<file path="src/afl_pkg.sv">
// shared types and constants of the failed-login lockout table
package afl_pkg;

  // default table geometry
  localparam int NUM_ENTRIES_DEF = 1024;
  localparam int COUNT_BITS_DEF  = 16;

  // fixed field widths
  localparam int TIME_W     = 32;
  localparam int IDX_W      = 10;
  localparam int LIMIT_W    = 8;
  localparam int SRV_W      = 5;
  localparam int CFG_IDX_W  = 1;
  localparam int CFG_DATA_W = 5;

  // stream payload widths, padded to whole bytes
  localparam int S_TDATA_W = 88;
  localparam int M_TDATA_W = 40;

  // attempt budget is the user limit times this factor
  localparam int ATTEMPT_SCALE = 2;
  localparam int ATT_W         = LIMIT_W + 1;
  localparam int SHARE_W       = ATT_W + 1;
  localparam int DIV_STEPS     = ATT_W;
  localparam int DIV_CNT_W     = $clog2(DIV_STEPS);

  // configuration register indexes
  typedef enum logic [CFG_IDX_W-1:0] {
    CFG_SERVER_COUNT = 1'b0,
    CFG_SYNC_SITE    = 1'b1
  } cfg_reg_t;

  // item operation codes
  typedef enum logic [0:0] {
    OP_FAILURE = 1'b0,
    OP_QUERY   = 1'b1
  } op_t;

  // controller states
  typedef enum logic [2:0] {
    ST_CLEAR,
    ST_IDLE,
    ST_READ,
    ST_EVAL,
    ST_DIV,
    ST_EMIT
  } afl_state_t;

  // controller to datapath commands
  typedef struct packed {
    logic clr_wr;
    logic take_item;
    logic rd_issue;
    logic eval;
    logic div_run;
    logic emit;
  } afl_cmd_t;

  // datapath to controller status
  typedef struct packed {
    logic clr_last;
    logic op_query;
    logic div_done;
    logic out_blocked;
  } afl_sts_t;

endpackage

</file>
<file path="src/afl_ctrl.sv">
// controller state machine of the lockout table
module afl_ctrl (
  input  logic               clk,
  input  logic               rst,
  input  logic               s_axis_tvalid,
  output logic               s_axis_tready,
  input  afl_pkg::afl_sts_t  sts,
  output afl_pkg::afl_cmd_t  cmd
);

  import afl_pkg::*;

  afl_state_t state, state_next;

  // state register
  always_ff @(posedge clk) begin
    if (rst) begin
      state <= ST_CLEAR;
    end else begin
      state <= state_next;
    end
  end

  // next state and commands
  always_comb begin
    state_next    = state;
    cmd           = '0;
    s_axis_tready = 1'b0;
    case (state)
      ST_CLEAR: begin
        cmd.clr_wr = 1'b1;
        if (sts.clr_last) begin
          state_next = ST_IDLE;
        end
      end
      ST_IDLE: begin
        s_axis_tready = 1'b1;
        if (s_axis_tvalid) begin
          cmd.take_item = 1'b1;
          state_next    = ST_READ;
        end
      end
      ST_READ: begin
        cmd.rd_issue = 1'b1;
        state_next   = ST_EVAL;
      end
      ST_EVAL: begin
        cmd.eval   = 1'b1;
        state_next = sts.op_query ? ST_DIV : ST_IDLE;
      end
      ST_DIV: begin
        cmd.div_run = 1'b1;
        if (sts.div_done) begin
          state_next = ST_EMIT;
        end
      end
      ST_EMIT: begin
        if (!sts.out_blocked) begin
          cmd.emit   = 1'b1;
          state_next = ST_IDLE;
        end
      end
      default: begin
        state_next = ST_IDLE;
      end
    endcase
  end

endmodule

</file>
<file path="config.mk">
export PLATFORM = sky130hd
export DESIGN_NAME = afl_ctrl
export DESIGN_NICKNAME = d
export VERILOG_FILES = /design/src/afl_pkg.sv /design/src/afl_ctrl.sv
export SDC_FILE = /design/constraint.sdc
export NUM_CORES = 1
export LEC_CHECK = 0
export BUFFER_PORTS_ARGS = -buffer_cell sky130_fd_sc_hd__buf_2
export CORE_AREA = 3 3 40 42
export DETAILED_ROUTE_END_ITERATION = 6
export DIE_AREA = 0 0 43 45
export PLACE_DENSITY_LB_ADDON = 0.12
export SYNTH_ARGS = -nofsm -noshare
export SYNTH_HDL_FRONTEND = slang
export SYNTH_SLANG_ARGS = --single-unit
</file>
<file path="constraint.sdc">
create_clock -name clk -period 2.5 [get_ports clk]
set_input_delay 0.5 -clock clk [delete_from_list [all_inputs] [get_ports clk]]
set_output_delay 0.5 -clock clk [all_outputs]
set_load 0.02 [all_outputs]
</file>
======== Yosys cells after proc, flatten, opt, wreduce, memory -nomap -nowiden ========
Index checks and enable logic that the tools add are counted.
storage, ports and cells
  input port bits ......................... 7
  bits in registers ....................... 3
  logic and storage cells ................. 27
  output and inout bits ................... 7
operators by class
  equal/unequal tests ..................... 9
  reduce and logical (&&, ||, !) cells .... 2
  mux-type cells .......................... 15
operators by type and width
  cell                  number
  $pmux W3 S6           1
  $mux W3               5
  $mux W1               9
  $ne A2 B2 Y1 const B  4
  $eq A3 B2 Y1 const B  2
  $eq A3 B3 Y1 const B  2
  $reduce_and A4 Y1     1
  $eq A3 B1 Y1 const B  1
  $logic_not A3 Y1      1

======== Logic depth before layout (Yosys ltp) ========
Gate-level depths: netlist (run 1).
  depth in word-level cells ............... 3
  gate-level depth with buffers ........... 4
  mapped depth without buffers ............ 3

======== Worst setup path after synthesis (run 1) ========
No wires, ideal clock.
  path kind ............................... input to output
  start ................................... input sts[0] (netlist name)
  end ..................................... output cmd[0] (netlist name)
  buffers on the path ..................... 0
  stages on the path ...................... 2
  arrival time ............................ 1166 ps
  required time ........................... 2000 ps
  path slack .............................. 834 ps
  cells stage by stage .................... nand2b_1 > nor3b_1
RTL lines
  item             RTL line       RTL
  start, declared  afl_ctrl.sv:7  input afl_pkg::afl_sts_t sts,
  end, declared    afl_ctrl.sv:8  output afl_pkg::afl_cmd_t cmd

==> metrics.cfg, run 1 <==
[status]
status = finished clean

[clock_tree]
cts_repair_resize_count = 0
cts_tree = yes
clk_pin_slew_ns = 0.04
h-tree-depth = 1
clk_latency_ns = 0.23
cts_buffers = 3
postCtsHoldBufs = 0
post-cts-setup-buffers = 0
cts_buffer_depth = 2
cts_root_buf = clkbuf_4
cts_sinks = 3

[synth]
synth_top_area_share_pct = 21.4
syn_avg_cell_area_um2 = 9.04
synthArstFlopShare_pct = 0
synth_edf_count = 0
yosysTopAreaCell = dfxtp_1
synth_xor_xnor_area_share_pct = 0
syn_inst = 31
synth_mux_area_share_pct = 12.5
synth_fa_ha_area_share_pct = 0
synth_compound_area_share_pct = 10.3
syn_nets = 38
synthTopCellsByArea = dfxtp_1 21%, nand2b_4 9.8%, buf_6 8.0%
synth-simple-area-share_pct = 43.8
yosysMostFrequentCell = nor2_1
yosys_warnings = 0
ys_ff_latch = 3
ys.flop_type = dfxtp_1
synth.cell_area_um2 = 280
synth_top_family_by_area = simple AND/OR/NAND/NOR gates
synth_commonest_cells = 4 x nor2_1, 3 x dfxtp_1
synth.distinct_cells = 21
seq_area_frac_synth_pct = 21.4

[detailed_routing]
vias_per_cell = 4.17
drc_errors = 0
wirelength_um = 619
dr.pass1.iters = 2
drt_iter0_markers = 3
vias = 250
routedWlPerCell_um = 10.3
ant_nets = 0

[timing]
timing.setup.tns_ns = 0
fin_worst_skew_ns = 0.00153
period_share_pct = 70.5
drv_slew = 0
whs_ns = 0.475
timing.final.hold_violations = 0
max_slew_margin_pct = 78.3
setup_violations = 0
finalCriticalPeriod_ns = 1.76
clock.fmax_ghz = 0.567
rsz0062_at_grt = no
tightest_slew_ns = 0.325

[final_layout]
largest_register_ffs = 3
layout.cells.non_filler = 60
antenna_cells = 0
syn2layout_area_growth_pct = 28.6
top_register = state
layout.nets = 53
largestRegisters = state x3
final_util_pct = 28.0
drive_gt1_share_pct = 46.7

[power]
p_switching_w = 0.0000601
p_leak_nw = 0.170
sw_frac_of_total_pct = 30.9
intPower_w = 0.000135
ir_drop_mv = 0.117
seq_power_share_pct = 30.6
clockPowerShare_pct = 43.9
p_comb_share_pct = 25.6
power.density_nw_per_um2 = 540

[min_path]
hold_path_class = input pin to register

[die]
die_w_um = 43
die_y_um = 45
start_util_pct = 21.8
ios = 14
core_area_um2 = 1280
row_count = 13
die-area_um2 = 1940

[job]
cap_violations = 0

[setup_path]
worstSetupPathType = register to output port
crit_arrival_ns = 1.26
cp_max_fo = 10
startpoint_type = register
end_kind = output port
path_buf_inv = 1
cp_top_family = flip-flops
cp.required_ns = 2.00
crit_path_cell_trace = nand2b_1 > nor3b_1 > buf_2
crit_path_top_delay_cell = dfxtp_1
critPathMaxStageDelay_ns = 0.50

[grt]
grt_usage_pct = 7.32
antenna_found_initial = 0
grt_start_max_net_pins = 11
grt_pass1_vias = 259
grt-ovfl-total = 0
grt_pass1_wl_mm = 1.03

[placed_design]
placed_cells_incl_taps = 56
gp_congestion = 0.707
port_buffers = 13
place_hpwl_um = 496

through the flow:
step / setup slack (ns) / power (W) / instance area [µm²]
6_report: 0.737 / 0.000195 / 360
5_1_grt: 0.648 / 0.000210 / 360
4_1_cts: 0.703 / 0.000200 / 360
3_5_place_dp: 0.853 / 0.000111 / 334
3_3_place_gp: 0.910 / 0.000110 / 334
2_1_floorplan: 0.834 / 0.0000978 / 280
power by group through the flow:
stage / Combinational [W] / Sequential [W] / Clock (W)
4_1_cts: 0.0000504 / 0.0000595 / 0.0000906
2_1_floorplan: 0.0000449 / 0.0000529 / 0
6_report: 0.0000497 / 0.0000595 / 0.0000854
3_3_place_gp: 0.0000498 / 0.0000606 / 0
5_1_grt: 0.0000547 / 0.0000605 / 0.0000946
3_5_place_dp: 0.0000503 / 0.0000604 / 0
area by class of cell:
type | instances | area, µm²
fill | 140 | 925
sequential | 3 | 60.1
inverter | 1 | 3.75
multi-input combinational | 24 | 186
clock buffer | 4 | 26.3
tap | 15 | 18.8
timing repair buffer | 13 | 65.1
path summary, 6_finish.rpt:
path / start / cells after the start / end / slack (ns)
setup / recovery: state[2]$_SDFFE_PP0P_ / 3 / cmd[0] / 0.74
hold / removal: rst / 2 / state[1]$_SDFFE_PP0P_ / 0.47
setup reg to reg: state[2]$_SDFFE_PP0P_ / 3 / state[2]$_SDFFE_PP0P_ / 1.31
hold reg to reg: state[2]$_SDFFE_PP0P_ / 1 / state[1]$_SDFFE_PP0P_ / 0.62
routing by layer:
metal	up-vias	GRT usage (%)	wire length (µm)
met2	13	11.1	258
li1	136	-	-
met5	-	0	0
met1	101	8.39	291
met3	0	3.98	69
met4	0	3.61	0
cell families after synthesis:
| group | count (synthesis) |
|---|---|
| buffers and inverters | 4 |
| and+or+nand+nor | 17 |
| muxes | 3 |
| AOI/OAI and AO/OA | 4 |
| DFF | 3 |
placed cells by master (no fill, tap or decap), types with 2 or more instances in the layout:
master,synthesis,routed
buf_2,0,13
clkbuf_4,0,3
dfxtp_1,3,3
mux2i_1,2,2
nand2b_1,2,2
nand2b_4,2,2
nor2_1,4,4
nor3_1,2,2
worst reg2reg max path: stages, from the launching register on:
cell and delay, ns:
dfxtp_1 0.50, nand2b_1 0.13, a32oi_1 0.29, mux2i_1 0.20
Power figures use the tool's default switching activity.
==> inputs of run 2 (changes only) <==
==> constraint.sdc (replaced) <==
create_clock -name clk -period 1.55 [get_ports clk]
set_input_delay 0.31 -clock clk [delete_from_list [all_inputs] [get_ports clk]]
set_output_delay 0.31 -clock clk [all_outputs]
set_load 0.02 [all_outputs]
==> metrics.cfg, run 2 (synthesis results as in run 1) <==
[setup_path]
reg2regPathDepth = 3
cp-endpoint = cmd[0]
cp.required_ns = 1.24
crit_path_top_delay_cell = dfxtp_2
crit_arrival_ns = 1.10
r2r_slack_ns = 0.50
cp_max_fo = 10
startpoint_type = register
critPathMaxStageDelay_ns = 0.41
end_kind = output port
critical_path.startpoint = state[2]$_SDFFE_PP0P_
crit_path_cell_trace = nand2b_1 > nor3b_1 > buf_2
r2r_end = state[2]$_SDFFE_PP0P_
timing.rr.start = state[2]$_SDFFE_PP0P_
worstSetupPathType = register to output port

[timing]
fin_worst_skew_ns = 0.0000200
tightest_slew_ns = 0.193
rsz0062_at_grt = no
drv_slew = 0
period_share_pct = 91.2
setup_violations = 0
timing.final.hold_violations = 0
max_slew_margin_pct = 86.8
clock.fmax_ghz = 0.707
timing.setup.tns_ns = 0
finalCriticalPeriod_ns = 1.41

[min_path]
hold_path_class = input pin to register
hold_path_depth = 2

[final_layout]
multiInputGateArea_um2 = 186
fillers = 154
antenna_cells = 0
top_register = state
regArea_um2 = 63.8
largest_register_ffs = 3
drive_gt1_share_pct = 53.3
syn2layout_area_growth_pct = 29.9
layout.cells.non_filler = 60
layout.nets = 53
final_common_cell = buf_2
final_cell_mix = 13 x buf_2, 4 x nor2_1, 3 x clkbuf_4, 3 x dfxtp_2
largestRegisters = state x3

[power]
seq_power_share_pct = 31.2
intPower_w = 0.000218
power.total_w = 0.000311
clockPowerShare_pct = 43.1
p_switching_w = 0.0000932
power.density_nw_per_um2 = 855
p_comb_share_pct = 25.7
p_leak_nw = 0.171
sw_frac_of_total_pct = 29.9
ir_drop_mv = 0.214

[detailed_routing]
vias_per_cell = 4.30
drt_iter0_markers = 3
drc_errors = 0
vias = 258
ant_nets = 0
dr.pass1.iters = 4
routedWlPerCell_um = 9.67
wirelength_um = 580

[grt]
grt-ovfl-total = 0
met3_usage_pct = 2.79
grt_start_max_net_pins = 11
grt_usage_pct = 7.65
antenna_found_initial = 0
gr-max-usage-layer = met1
grt_pass1_wl_mm = 1.10
met2_usage_pct = 9.58
grt_use_met1_pct = 10.6
grt_pass1_vias = 230

[die]
core_area_um2 = 1280
row_count = 13
ios = 14
die_w_um = 43
die_y_um = 45
die-area_um2 = 1940
start_util_pct = 21.8

[clock_tree]
postCtsHoldBufs = 0
cts_buffer_depth = 2
cts_sinks = 3
cts_tree = yes
cts_root_buf = clkbuf_4
h-tree-depth = 1
clk_pin_slew_ns = 0.04
cts_buffers = 3
clk_latency_ns = 0.23

[placed_design]
port_buffers = 13
place_hpwl_um = 464
placed_cells_incl_taps = 56
gp_congestion = 0.733

[status]
status = finished clean

[job]
cap_violations = 0

[run 2: cell counts in the layout (fill, tap and decap cells not counted)]
Identical to the previous run, type by type.
[run 2: worst min-delay path by stage]
| stage | endpoint | start | slack [ns] |
|---|---|---|---|
| 3_3_place_gp | state[1]$_SDFFE_PP0P_ | rst | 0.53 |
| 3_5_place_dp | state[1]$_SDFFE_PP0P_ | rst | 0.53 |
| 5_1_grt | state[1]$_SDFFE_PP0P_ | rst | 0.29 |
| 2_1_floorplan | state[1]$_SDFFE_PP0P_ | rst | 0.38 |
| 6_report | state[1]$_SDFFE_PP0P_ | rst | 0.29 |
| 4_1_cts | state[1]$_SDFFE_PP0P_ | rst | 0.28 |
[run 2: through the flow]
stage / util (%) / setup WS (ns) / cell area, µm² / hold slack, ns
after floorplan: - / 0.222 / 280 / 0.380
after global placement: 26.0 / 0.247 / 334 / 0.529
after detailed placement: 26.0 / 0.249 / 334 / 0.526
after CTS: 28.1 / 0.00319 / 362 / 0.281
after global routing: 28.3 / 0.0209 / 364 / 0.291
final: 28.3 / 0.136 / 364 / 0.289
[run 2: layout make-up]
type	count	share of cell area [%]
tap	15	5.15
sequential	3	17.5
multi-input combinational	24	51.2
clock buffer	4	7.22
timing repair buffer	13	17.9
inverter	1	1.03
[run 2: worst max-delay path: cells and delay by family (launching register included)]
| kind | cells | cell delay, ns |
|---|---|---|
| and+or+nand+nor | 2 | 0.27 |
| DFF | 1 | 0.41 |
| buffers and inverters | 1 | 0.19 |
[run 2: timing repair]
| action | 4_1_cts | 5_1_grt |
|---|---|---|
| buffers inserted | 0 | 0 |
| gates resized for setup | 1 | 2 |
| endpoints found under the setup margin | 1 | 4 |
[run 2: power by group through the flow]
stage	logic (W)	registers [W]	clock network (W)
floorplan	0.0000724	0.0000854	0
global placement	0.0000810	0.0000972	0
detailed placement	0.0000805	0.0000974	0
CTS	0.0000807	0.0000963	0.000142
global route	0.0000868	0.0000995	0.000149
finish	0.0000799	0.0000973	0.000134
[run 2: metal layers]
layer | vias up | share of wire, %
met5 | - | 0
met4 | 0 | 0
met3 | 0 | 8.4
met2 | 13 | 41
met1 | 108 | 51
li1 | 137 | -
